## config.mk

```make
export PLATFORM = sky130hd
export DESIGN_NAME = mail_sender_address_extractor_unit_flat
export DESIGN_NICKNAME = d
export VERILOG_FILES = /design/src/rtl/core/msae_pkg.sv /design/src/rtl/core/msae_ifs.sv /design/src/rtl/core/msae_ctrl.sv /design/src/rtl/core/msae_dp.sv /design/src/rtl/core/mail_sender_address_extractor_unit.sv /design/src/flat_wrapper.sv
export SDC_FILE = /design/constraint.sdc
export NUM_CORES = 1
export LEC_CHECK = 0
export BUFFER_PORTS_ARGS = -buffer_cell sky130_fd_sc_hd__clkbuf_2
export CORE_MARGIN = 3
export CORE_UTILIZATION = 42
export CTS_BUF_LIST = sky130_fd_sc_hd__clkbuf_4 sky130_fd_sc_hd__clkbuf_8
export DETAILED_ROUTE_END_ITERATION = 10
export PLACE_DENSITY = 0.55
export SLEW_MARGIN = 15
export SYNTH_ARGS = -nofsm -noshare
export SYNTH_HDL_FRONTEND = slang
export SYNTH_SLANG_ARGS = --single-unit
```

## constraint.sdc

```tcl
create_clock -name clk -period 6 [get_ports clk]
set_input_delay 0.6 -clock clk [delete_from_list [all_inputs] [get_ports clk]]
set_output_delay 0.6 -clock clk [all_outputs]
set_load 0.02 [all_outputs]
```

## src/rtl/core/msae_pkg.sv

```systemverilog
// Shared constants, types and helpers of the mail sender address extractor.
`default_nettype none
package msae_pkg;

  localparam int MAX_ADDRESS_LEN  = 60;
  localparam int MAX_COMMENT_NEST = 15;
  localparam int ROOT_LEN         = 4;
  localparam int Q_DEPTH          = 4;

  localparam int CHAR_W  = 8;
  localparam int LEN_W   = 6;
  localparam int DEPTH_W = 4;
  localparam int PH_W    = 3;
  localparam int QCNT_W  = 3;
  localparam int POS_W   = 7;

  localparam logic [CHAR_W-1:0] CH_NUL    = 8'h00;
  localparam logic [CHAR_W-1:0] CH_SPACE  = 8'h20;
  localparam logic [CHAR_W-1:0] CH_LPAREN = 8'h28;
  localparam logic [CHAR_W-1:0] CH_RPAREN = 8'h29;
  localparam logic [CHAR_W-1:0] CH_COLON  = 8'h3a;
  localparam logic [CHAR_W-1:0] CH_LT     = 8'h3c;
  localparam logic [CHAR_W-1:0] CH_GT     = 8'h3e;
  localparam logic [CHAR_W-1:0] CH_AT     = 8'h40;
  localparam logic [CHAR_W-1:0] CH_A      = 8'h61;
  localparam logic [CHAR_W-1:0] CH_T      = 8'h74;
  localparam logic [CHAR_W-1:0] CH_R      = 8'h72;
  localparam logic [CHAR_W-1:0] CH_O      = 8'h6f;

  // lookahead phases after a space
  localparam logic [PH_W-1:0] PH_NONE        = 3'd0;
  localparam logic [PH_W-1:0] PH_SPACE       = 3'd1;
  localparam logic [PH_W-1:0] PH_SPACE_A     = 3'd2;
  localparam logic [PH_W-1:0] PH_SPACE_AT    = 3'd3;
  localparam logic [PH_W-1:0] PH_SPACE_ATSGN = 3'd4;

  typedef struct packed {
    logic accept;
    logic store;
    logic load;
    logic advance;
    logic finish;
  } msae_cmd_t;

  typedef struct packed {
    logic has_stores;
    logic field_end;
    logic q_last;
    logic end_pending;
    logic out_last;
  } msae_sts_t;

  typedef struct packed {
    logic [2:0][CHAR_W-1:0] ch;
    logic [1:0]             n;
  } rel_t;

  // characters held by an unfinished lookahead, in store order
  function automatic rel_t release_chars(input logic [PH_W-1:0] ph);
    rel_t r;
    r = '0;
    case (ph)
      PH_SPACE_A: begin
        r.ch[0] = CH_SPACE;
        r.ch[1] = CH_A;
        r.n     = 2'd2;
      end
      PH_SPACE_AT: begin
        r.ch[0] = CH_SPACE;
        r.ch[1] = CH_A;
        r.ch[2] = CH_T;
        r.n     = 2'd3;
      end
      PH_SPACE_ATSGN: begin
        r.ch[0] = CH_SPACE;
        r.ch[1] = CH_AT;
        r.n     = 2'd2;
      end
      default: r.n = 2'd0;
    endcase
    return r;
  endfunction

  function automatic logic [CHAR_W-1:0] root_char(input logic [1:0] idx);
    logic [CHAR_W-1:0] c;
    case (idx)
      2'd0:    c = CH_R;
      2'd1:    c = CH_O;
      2'd2:    c = CH_O;
      default: c = CH_T;
    endcase
    return c;
  endfunction

endpackage
`default_nettype wire

```

## src/rtl/core/msae_ifs.sv

```systemverilog
// Valid/ready channel interfaces for header characters and address characters.
`default_nettype none
interface msae_hdr_if;
  logic                          valid;
  logic                          ready;
  logic [msae_pkg::CHAR_W-1:0]   char_in;
  logic                          end_of_field;

  modport source (output valid, output char_in, output end_of_field, input ready);
  modport sink   (input valid, input char_in, input end_of_field, output ready);
endinterface

interface msae_addr_if;
  logic                          valid;
  logic                          ready;
  logic [msae_pkg::CHAR_W-1:0]   char_out;
  logic                          last_char;
  logic                          empty_address;
  logic                          truncated;

  modport source (output valid, output char_out, output last_char,
                  output empty_address, output truncated, input ready);
  modport sink   (input valid, input char_out, input last_char,
                  input empty_address, input truncated, output ready);
endinterface
`default_nettype wire

```

## src/rtl/core/msae_ctrl.sv

```systemverilog
// Sequencer: request intake, buffer stores and address readout.
`default_nettype none
module msae_ctrl (
  input  wire logic                clk,
  input  wire logic                rst,
  input  wire logic                in_valid,
  input  wire logic                out_ready,
  input  wire msae_pkg::msae_sts_t sts,
  output msae_pkg::msae_cmd_t      cmd,
  output logic                     in_ready,
  output logic                     out_valid
);

  localparam logic [2:0] S_IDLE  = 3'd0;
  localparam logic [2:0] S_STORE = 3'd1;
  localparam logic [2:0] S_FETCH = 3'd2;
  localparam logic [2:0] S_LOAD  = 3'd3;
  localparam logic [2:0] S_SEND  = 3'd4;

  logic [2:0] state;
  logic [2:0] state_next;

  always_ff @(posedge clk) begin
    if (rst) begin
      state <= S_IDLE;
    end else begin
      state <= state_next;
    end
  end

  always_comb begin
    state_next = state;
    cmd        = '0;
    in_ready   = 1'b0;
    out_valid  = 1'b0;
    unique case (state)
      S_IDLE: begin
        in_ready = 1'b1;
        if (in_valid) begin
          cmd.accept = 1'b1;
          if (sts.has_stores) begin
            state_next = S_STORE;
          end else if (sts.field_end) begin
            state_next = S_FETCH;
          end
        end
      end
      S_STORE: begin
        cmd.store = 1'b1;
        if (sts.q_last) begin
          state_next = sts.end_pending ? S_FETCH : S_IDLE;
        end
      end
      S_FETCH: begin
        state_next = S_LOAD;
      end
      S_LOAD: begin
        cmd.load   = 1'b1;
        state_next = S_SEND;
      end
      S_SEND: begin
        out_valid = 1'b1;
        if (out_ready) begin
          if (sts.out_last) begin
            cmd.finish = 1'b1;
            state_next = S_IDLE;
          end else begin
            cmd.advance = 1'b1;
            state_next  = S_FETCH;
          end
        end
      end
      default: state_next = S_IDLE;
    endcase
  end

endmodule
`default_nettype wire

```

## src/rtl/core/msae_dp.sv

```systemverilog
// Datapath: header parsing, store queue, address buffer and readout registers.
`default_nettype none
module msae_dp (
  input  wire logic                            clk,
  input  wire logic                            rst,
  input  wire msae_pkg::msae_cmd_t             cmd,
  output msae_pkg::msae_sts_t                  sts,
  input  wire logic [msae_pkg::CHAR_W-1:0]     char_in,
  input  wire logic                            end_of_field,
  output logic [msae_pkg::CHAR_W-1:0]          char_out,
  output logic                                 last_char,
  output logic                                 empty_address,
  output logic                                 truncated
);

  localparam int CW = msae_pkg::CHAR_W;

  // parser state
  logic [msae_pkg::LEN_W-1:0]   len;
  logic                         angle;
  logic                         space;
  logic [msae_pkg::PH_W-1:0]    phase;
  logic [msae_pkg::DEPTH_W-1:0] depth;
  logic                         skip;
  logic                         fin;
  logic                         colon;
  logic                         ovf;
  logic                         first_at;

  // store queue
  logic [CW-1:0]                qdata [msae_pkg::Q_DEPTH];
  logic [msae_pkg::QCNT_W-1:0]  qcount;
  logic                         clr_pending;
  logic                         end_pending;

  // readout
  logic [CW-1:0]                mem [msae_pkg::MAX_ADDRESS_LEN];
  logic [CW-1:0]                rdata;
  logic [msae_pkg::POS_W-1:0]   pos;
  logic [msae_pkg::LEN_W-1:0]   raddr;
  logic [msae_pkg::POS_W-1:0]   total;
  logic                         prefix;

  // step results
  logic                         skip_next;
  logic [msae_pkg::DEPTH_W-1:0] depth_next;
  logic [msae_pkg::PH_W-1:0]    phase_next;
  logic                         space_next;
  logic                         angle_next;
  logic                         fin_next;
  logic                         clr_next;
  logic [CW-1:0]                st_q [msae_pkg::Q_DEPTH];
  logic [msae_pkg::QCNT_W-1:0]  st_n;
  logic [CW-1:0]                q_next [msae_pkg::Q_DEPTH];
  logic [msae_pkg::QCNT_W-1:0]  qcount_next;
  logic                         disp;
  logic                         sp;
  logic                         matched;
  msae_pkg::rel_t               rel_a;
  msae_pkg::rel_t               rel_e;

  assign rel_a = msae_pkg::release_chars(phase);
  assign rel_e = msae_pkg::release_chars(phase_next);

  always_comb begin
    skip_next  = skip;
    depth_next = depth;
    phase_next = phase;
    space_next = space;
    angle_next = angle;
    fin_next   = fin;
    clr_next   = 1'b0;
    st_n       = '0;
    disp       = 1'b0;
    sp         = space;
    matched    = 1'b0;
    for (int i = 0; i < msae_pkg::Q_DEPTH; i++) begin
      st_q[i] = '0;
    end
    if (!fin && char_in != msae_pkg::CH_NUL) begin
      if (skip) begin
        skip_next = 1'b0;
      end else if (depth != '0) begin
        if (char_in == msae_pkg::CH_LPAREN) begin
          if (depth < msae_pkg::DEPTH_W'(msae_pkg::MAX_COMMENT_NEST)) begin
            depth_next = depth + 1'b1;
          end
        end else if (char_in == msae_pkg::CH_RPAREN) begin
          depth_next = depth - 1'b1;
          if (depth == msae_pkg::DEPTH_W'(1)) begin
            skip_next = 1'b1;
          end
        end
      end else if (phase != msae_pkg::PH_NONE) begin
        if (phase == msae_pkg::PH_SPACE) begin
          if (char_in == msae_pkg::CH_A) begin
            phase_next = msae_pkg::PH_SPACE_A;
            matched    = 1'b1;
          end else if (char_in == msae_pkg::CH_AT) begin
            phase_next = msae_pkg::PH_SPACE_ATSGN;
            matched    = 1'b1;
          end
        end else if (phase == msae_pkg::PH_SPACE_A) begin
          if (char_in == msae_pkg::CH_T) begin
            phase_next = msae_pkg::PH_SPACE_AT;
            matched    = 1'b1;
          end
        end else if (char_in == msae_pkg::CH_SPACE) begin
          phase_next = msae_pkg::PH_NONE;
          st_q[0]    = msae_pkg::CH_AT;
          st_n       = 3'd1;
          matched    = 1'b1;
        end
        if (!matched) begin
          for (int i = 0; i < 3; i++) begin
            if (2'(i) < rel_a.n) begin
              st_q[st_n[1:0]] = rel_a.ch[i];
              st_n            = st_n + 3'd1;
            end
          end
          phase_next = msae_pkg::PH_NONE;
          sp         = (phase == msae_pkg::PH_SPACE);
          space_next = sp;
          disp       = 1'b1;
        end
      end else begin
        disp = 1'b1;
      end
      if (disp) begin
        case (char_in)
          msae_pkg::CH_LPAREN: begin
            depth_next = msae_pkg::DEPTH_W'(1);
            space_next = 1'b0;
          end
          msae_pkg::CH_SPACE: begin
            phase_next = msae_pkg::PH_SPACE;
          end
          msae_pkg::CH_LT: begin
            clr_next   = 1'b1;
            angle_next = 1'b1;
            space_next = 1'b0;
          end
          default: begin
            if (char_in == msae_pkg::CH_GT && angle) begin
              fin_next = 1'b1;
            end else begin
              if (sp) begin
                st_q[st_n[1:0]] = msae_pkg::CH_SPACE;
                st_n            = st_n + 3'd1;
              end
              st_q[st_n[1:0]] = char_in;
              st_n            = st_n + 3'd1;
              space_next      = 1'b0;
            end
          end
        endcase
      end
    end
  end

  // held lookahead characters are flushed at the end of the field
  always_comb begin
    qcount_next = st_n;
    for (int i = 0; i < msae_pkg::Q_DEPTH; i++) begin
      q_next[i] = st_q[i];
    end
    if (end_of_field && !fin_next) begin
      for (int i = 0; i < 3; i++) begin
        if (2'(i) < rel_e.n) begin
          q_next[qcount_next[1:0]] = rel_e.ch[i];
          qcount_next              = qcount_next + 3'd1;
        end
      end
    end
  end

  assign prefix = first_at && !colon;
  assign total  = {1'b0, len} + (prefix ? msae_pkg::POS_W'(msae_pkg::ROOT_LEN) : '0);
  assign raddr  = pos[msae_pkg::LEN_W-1:0]
                - (prefix ? msae_pkg::LEN_W'(msae_pkg::ROOT_LEN) : '0);

  assign sts.has_stores  = (qcount_next != '0);
  assign sts.field_end   = end_of_field;
  assign sts.q_last      = (qcount == msae_pkg::QCNT_W'(1));
  assign sts.end_pending = end_pending;
  assign sts.out_last    = last_char;

  always_ff @(posedge clk) begin
    if (rst || cmd.finish) begin
      len         <= '0;
      angle       <= 1'b0;
      space       <= 1'b0;
      phase       <= msae_pkg::PH_NONE;
      depth       <= '0;
      skip        <= 1'b0;
      fin         <= 1'b0;
      colon       <= 1'b0;
      ovf         <= 1'b0;
      qcount      <= '0;
      clr_pending <= 1'b0;
      end_pending <= 1'b0;
    end else if (cmd.accept) begin
      skip        <= skip_next;
      depth       <= depth_next;
      phase       <= phase_next;
      space       <= space_next;
      angle       <= angle_next;
      fin         <= fin_next;
      qcount      <= qcount_next;
      end_pending <= end_of_field;
      if (qcount_next == '0 && clr_next) begin
        len         <= '0;
        colon       <= 1'b0;
        ovf         <= 1'b0;
        clr_pending <= 1'b0;
      end else begin
        clr_pending <= clr_next;
      end
    end else if (cmd.store) begin
      qcount <= qcount - 1'b1;
      if (qcount == msae_pkg::QCNT_W'(1) && clr_pending) begin
        len         <= '0;
        colon       <= 1'b0;
        ovf         <= 1'b0;
        clr_pending <= 1'b0;
      end else begin
        if (qdata[0] == msae_pkg::CH_COLON) begin
          colon <= 1'b1;
        end
        if (len < msae_pkg::LEN_W'(msae_pkg::MAX_ADDRESS_LEN)) begin
          len <= len + 1'b1;
        end else begin
          ovf <= 1'b1;
        end
      end
    end
  end

  always_ff @(posedge clk) begin
    if (cmd.accept) begin
      for (int i = 0; i < msae_pkg::Q_DEPTH; i++) begin
        qdata[i] <= q_next[i];
      end
      pos <= '0;
    end else if (cmd.store) begin
      for (int i = 0; i < msae_pkg::Q_DEPTH - 1; i++) begin
        qdata[i] <= qdata[i+1];
      end
      if (len == '0) begin
        first_at <= (qdata[0] == msae_pkg::CH_AT);
      end
    end else if (cmd.advance) begin
      pos <= pos + 1'b1;
    end
    if (cmd.load) begin
      truncated <= ovf;
      if (len == '0) begin
        char_out      <= msae_pkg::CH_NUL;
        last_char     <= 1'b1;
        empty_address <= 1'b1;
      end else begin
        empty_address <= 1'b0;
        last_char     <= (pos + 1'b1 == total);
        if (prefix && pos < msae_pkg::POS_W'(msae_pkg::ROOT_LEN)) begin
          char_out <= msae_pkg::root_char(pos[1:0]);
        end else begin
          char_out <= rdata;
        end
      end
    end
  end

  // address buffer
  always_ff @(posedge clk) begin
    if (cmd.store && len < msae_pkg::LEN_W'(msae_pkg::MAX_ADDRESS_LEN)) begin
      mem[len] <= qdata[0];
    end
    rdata <= mem[raddr];
  end

endmodule
`default_nettype wire

```

## src/rtl/core/mail_sender_address_extractor_unit.sv

```systemverilog
// Top level of the mail sender address extractor.
//
// hdr takes one header-field character per request; end_of_field marks the
// last one. addr returns the extracted sender address one character per
// request, last_char on its final character, or a single request with
// empty_address set when nothing was collected; truncated repeats the
// buffer overflow flag on each.
// An accepted character is followed by one store state per buffer write it
// causes (0 to 4; a failed "at"/"@" lookahead replays the held
// characters), since the address buffer has a single write port.
// After the field's last character each address character goes through a
// buffer read, an output load and a hand-over held for receiver stalls;
// "root" is sent first when the address starts with '@' and has no colon.
// hdr is not ready while stores or the readout run. A stalled receiver
// holds the current character in the output register.
// Reset clears all parsing state; the buffer itself needs no clearing pass.
// After the final address character is taken the block returns to idle
// with reset state, ready for the next field.
`default_nettype none
module mail_sender_address_extractor_unit (
  input wire logic   clk,
  input wire logic   rst,
  msae_hdr_if.sink   hdr,
  msae_addr_if.source addr
);

  msae_pkg::msae_cmd_t cmd;
  msae_pkg::msae_sts_t sts;
  logic                in_ready;
  logic                out_valid;

  msae_ctrl u_ctrl (
    .clk       (clk),
    .rst       (rst),
    .in_valid  (hdr.valid),
    .out_ready (addr.ready),
    .sts       (sts),
    .cmd       (cmd),
    .in_ready  (in_ready),
    .out_valid (out_valid)
  );

  msae_dp u_dp (
    .clk           (clk),
    .rst           (rst),
    .cmd           (cmd),
    .sts           (sts),
    .char_in       (hdr.char_in),
    .end_of_field  (hdr.end_of_field),
    .char_out      (addr.char_out),
    .last_char     (addr.last_char),
    .empty_address (addr.empty_address),
    .truncated     (addr.truncated)
  );

  assign hdr.ready  = in_ready;
  assign addr.valid = out_valid;

endmodule
`default_nettype wire
```

## src/flat_wrapper.sv

```systemverilog
// flat-port wrapper written by rule: the top's interface ports become plain ports
module mail_sender_address_extractor_unit_flat 
  (clk, rst, hdr_valid, hdr_char_in, hdr_end_of_field, hdr_ready, addr_valid, addr_char_out, addr_last_char, addr_empty_address, addr_truncated, addr_ready);
  msae_hdr_if hdr_i ();
  msae_addr_if addr_i ();
  input wire logic clk;
  input wire logic rst;
  input wire logic [$bits(hdr_i.valid)-1:0] hdr_valid;
  input wire logic [$bits(hdr_i.char_in)-1:0] hdr_char_in;
  input wire logic [$bits(hdr_i.end_of_field)-1:0] hdr_end_of_field;
  output wire logic [$bits(hdr_i.ready)-1:0] hdr_ready;
  output wire logic [$bits(addr_i.valid)-1:0] addr_valid;
  output wire logic [$bits(addr_i.char_out)-1:0] addr_char_out;
  output wire logic [$bits(addr_i.last_char)-1:0] addr_last_char;
  output wire logic [$bits(addr_i.empty_address)-1:0] addr_empty_address;
  output wire logic [$bits(addr_i.truncated)-1:0] addr_truncated;
  input wire logic [$bits(addr_i.ready)-1:0] addr_ready;
  assign hdr_i.valid = hdr_valid;
  assign hdr_i.char_in = hdr_char_in;
  assign hdr_i.end_of_field = hdr_end_of_field;
  assign hdr_ready = hdr_i.ready;
  assign addr_valid = addr_i.valid;
  assign addr_char_out = addr_i.char_out;
  assign addr_last_char = addr_i.last_char;
  assign addr_empty_address = addr_i.empty_address;
  assign addr_truncated = addr_i.truncated;
  assign addr_i.ready = addr_ready;
  mail_sender_address_extractor_unit u_core (.clk(clk), .rst(rst), .hdr(hdr_i), .addr(addr_i));
endmodule
```

==> impl_metrics.json <==
{
  "status": "finished, final reports clean",
  "cts.clk_slew.worst_paths_ns": 0.06,
  "p_comb_share_pct": 7.0,
  "critical_path_arrival_ns": 6.12,
  "vias_per_cell": 5.68,
  "pwr-share-clk_pct": 39.3,
  "critPathCaptureType": "flip-flop",
  "fin_nets": 1611,
  "cts_tree": "yes",
  "synth_xor_xnor_area_share_pct": 1.11,
  "ys_warn_count": 0,
  "nFillCells": 4877,
  "overflow": 0,
  "switching_share_pct": 23.5,
  "routed-via-count": 13600,
  "synth_top_family_by_area": "multiplexers",
  "syn_inst": 1480,
  "grt_max_degree": 105,
  "coreArea_um2": 57000,
  "synth.ff_latch_count": 566,
  "cts_max_level": 3,
  "power.density_nw_per_um2": 313,
  "clk-insertion-delay-late_ns": 0.67,
  "synth_area_um2": 24500,
  "synthAdderAreaFrac_pct": 2.04,
  "ys_seq_area_share_pct": 67.7,
  "start_util_pct": 42.9,
  "design_area_um2": 27400,
  "p_seq_share_pct": 53.8,
  "setup_violations": 0,
  "crit_type": "reg -> reg",
  "final_common_cell": "edfxtp_1",
  "rsz0062_at_grt": "no",
  "synth-compound-area-share_pct": 5.30,
  "drtIter0Drc": 1369,
  "tightest_slew_ns": 1.02,
  "first_pass_iters": 5,
  "drv_slew": 0,
  "crit_fanout": 10,
  "hold_viol": 0,
  "gp_congestion": 0.878,
  "syn-num-nets": 1533,
  "place_area_um2": 25600,
  "maxSlewHeadroom_pct": 31.6,
  "synth-simple-area-share_pct": 7.24,
  "grt_use_total_pct": 19.5,
  "dieArea_um2": 61200,
  "postSynthAreaPerCell_um2": 16.5,
  "drive_gt1_share_pct": 25.0,
  "multi_input_area_um2": 7440,
  "max-cap-violations": 0,
  "start_kind": "flip-flop",
  "dp_hpwl_um": 36800,
  "ant_nets": 0,
  "clockBufferDepth": 3,
  "synth_cell_types": 85,
  "routed_wl_um": 58200,
  "synth_edf_count": 524,
  "die_w_um": 247,
  "cts-root-buf": "clkbuf_8",
  "fin_crit_ns": 5.58,
  "post_drt_wl_per_cell_um": 24.4,
  "min_path_type": "in -> reg",
  "cts-hold-fix-buffers": 0,
  "synth_mux_area_share_pct": 14.6,
  "die_h_um": 247,
  "finalPower_mw": 8.58,
  "first_global_vias": 13600,
  "rows": 87,
  "grt_first_pass_wirelength_um": 88100,
  "internal_power_mw": 6.56,
  "regArea_um2": 16600,
  "drc": 0,
  "switching_power_mw": 2.02,
  "mostFrequentLayoutCells": "edfxtp_1 (524), mux4_2 (152), nor2_1 (136), clkbuf_8 (100), nand2_1 (96)",
  "irDropWorstVdd_uv": 166,
  "max_freq_ghz": 0.179,
  "synthArstFlopShare_pct": 0,
  "utilization_pct": 48.1,
  "dp_cells": 2219,
  "synthFlopType": "edfxtp_1",
  "fin_crit_sh_pct": 93.0,
  "cts_sinks": 566,
  "syn_to_final_growth_pct": 12.1,
  "cts_buffers": 93,
  "io-pin-count": 26,
  "critPathRequiredTime_ns": 6.54,
  "skew_ns": 0.0405,
  "io_buffers": 25,
  "setup_tns_ns": 0,
  "final_cells": 2391,
  "antenna_found_initial": 2,
  "p_leak_nw": 8.85
}
==> worst max-delay path, cell delays in order (launching register included) <==
cell and delay [ns]:
dfxtp_1 0.54, xor2_1 0.19, a2111oi_4 0.41, ha_1 0.36
a21oi_1 0.18, o221ai_1 0.13, a32o_1 0.28, ha_1 0.29
nand2_1 0.06, nand2_1 0.09, ha_1 0.28, mux2i_1 0.21
nand2_1 0.11, ha_1 0.28, nand2_1 0.06, nand2_1 0.13
ha_1 0.33, nand2_1 0.06, nand2_1 0.13, ha_1 0.24
a21oi_1 0.09, o311a_1 0.40, a211oi_2 0.26, mux2_1 0.35
==> synthesized netlist by cell type (all sizes together) (3+ instances only) <==
cell / n / area share [%]
a2111oi: 5 / 0.26
a211oi: 4 / 0.14
a21o: 4 / 0.12
a21oi: 43 / 0.93
a221oi: 7 / 0.25
a22o: 3 / 0.11
a22oi: 5 / 0.17
a31o: 4 / 0.14
a31oi: 13 / 0.36
a32o: 6 / 0.25
a41oi: 4 / 0.14
and2: 10 / 0.26
and3: 6 / 0.15
buf: 33 / 0.66
clkbuf: 50 / 0.77
dfxtp: 42 / 3.4
edfxtp: 524 / 64
ha: 40 / 2.0
inv: 38 / 0.58
mux2i: 12 / 0.49
mux4: 152 / 14
nand2: 96 / 1.5
nand2b: 3 / 0.077
nand3: 31 / 0.63
nand3b: 4 / 0.12
nand4: 10 / 0.26
nor2: 137 / 2.1
nor2b: 8 / 0.20
nor3: 22 / 0.51
nor3b: 8 / 0.25
nor4: 6 / 0.21
nor4b: 3 / 0.11
o211a: 3 / 0.12
o211ai: 7 / 0.24
o21ai: 45 / 0.95
o22ai: 4 / 0.10
o31ai: 9 / 0.30
or2: 3 / 0.077
or3: 13 / 0.39
or3b: 3 / 0.12
xnor2: 17 / 0.61
xor2: 14 / 0.50
==> repair_timing <==
item                       4_1_cts  5_1_grt
setup endpoints to repair        0        6
buffers inserted                 0        0
resized for setup                0        2
==> final cells by class <==
type,count,area share (%)
Sequential cell,566,60.4
Multi-Input combinational cell,793,27.1
Clock buffer,134,5.94
Antenna cell,1,0.00912
Clock inverter,37,0.907
Tap cell,756,3.45
Timing Repair Buffer,66,1.67
Inverter,38,0.520
==> per-stage QoR <==
stage	hold WS [ns]	setup slack (ns)
finish	0.167	0.418
CTS	0.107	0.213
global placement	0.441	0.164
floorplan	0.409	0.145
global route	0.141	0.0164
detailed placement	0.461	0.127
==> layer usage <==
layer,up-vias,part of all wire [%],wire length (um),GRT usage (%)
met5,-,0.022,13,0
met4,2,2.1,1240,5.03
met3,96,6.1,3530,3.90
met2,435,47,27600,30.3
met1,7002,44,25900,28.4
li1,6048,-,-,-
==> cells by family after synthesis <==
family,Yosys count
DFF,566
and+or+nand+nor,370
AOI/OAI and AO/OA,186
muxes,166
buffers and inverters,121
adders and majority gates,40
xor gates and xnor gates,31
==> worst paths after layout <==
kind	startpoint	to	slack, ns	cells past startpoint
worst max register to register	u_core.u_dp.phase[1]	u_core.u_ctrl.state[1]	0.42	23
worst max-delay path	u_core.u_dp.phase[1]	u_core.u_ctrl.state[1]	0.42	23
worst min-delay path	rst	u_core.u_ctrl.state[2]	0.17	2
worst min register to register	u_core.u_dp.ovf	u_core.u_dp.truncated	0.44	0
==> flip-flops by register name, indices dropped and copies added, names as in the netlist, 3 cells and up <==
name / count
u_core.u_ctrl.state: 3
u_core.u_dp.len: 6
u_core.u_dp.char_out: 8
u_core.u_dp.pos: 7
u_core.u_dp.rdata: 8
u_core.u_dp.mem: 480
u_core.u_dp.qcount: 3
u_core.u_dp.phase: 3
u_core.u_dp.qdata: 32
u_core.u_dp.depth: 4
==> power by group through the flow <==
stage               registers, mW  logic (mW)  clock network [mW]
floorplan                    4.76       0.258                   0
global placement             4.69       0.591                   0
detailed placement           4.70       0.608                   0
CTS                          4.61       0.611                3.46
global route                 4.62       0.654                3.64
finish                       4.61       0.596                3.37
No activity file was read; power rests on OpenSTA's default activity.
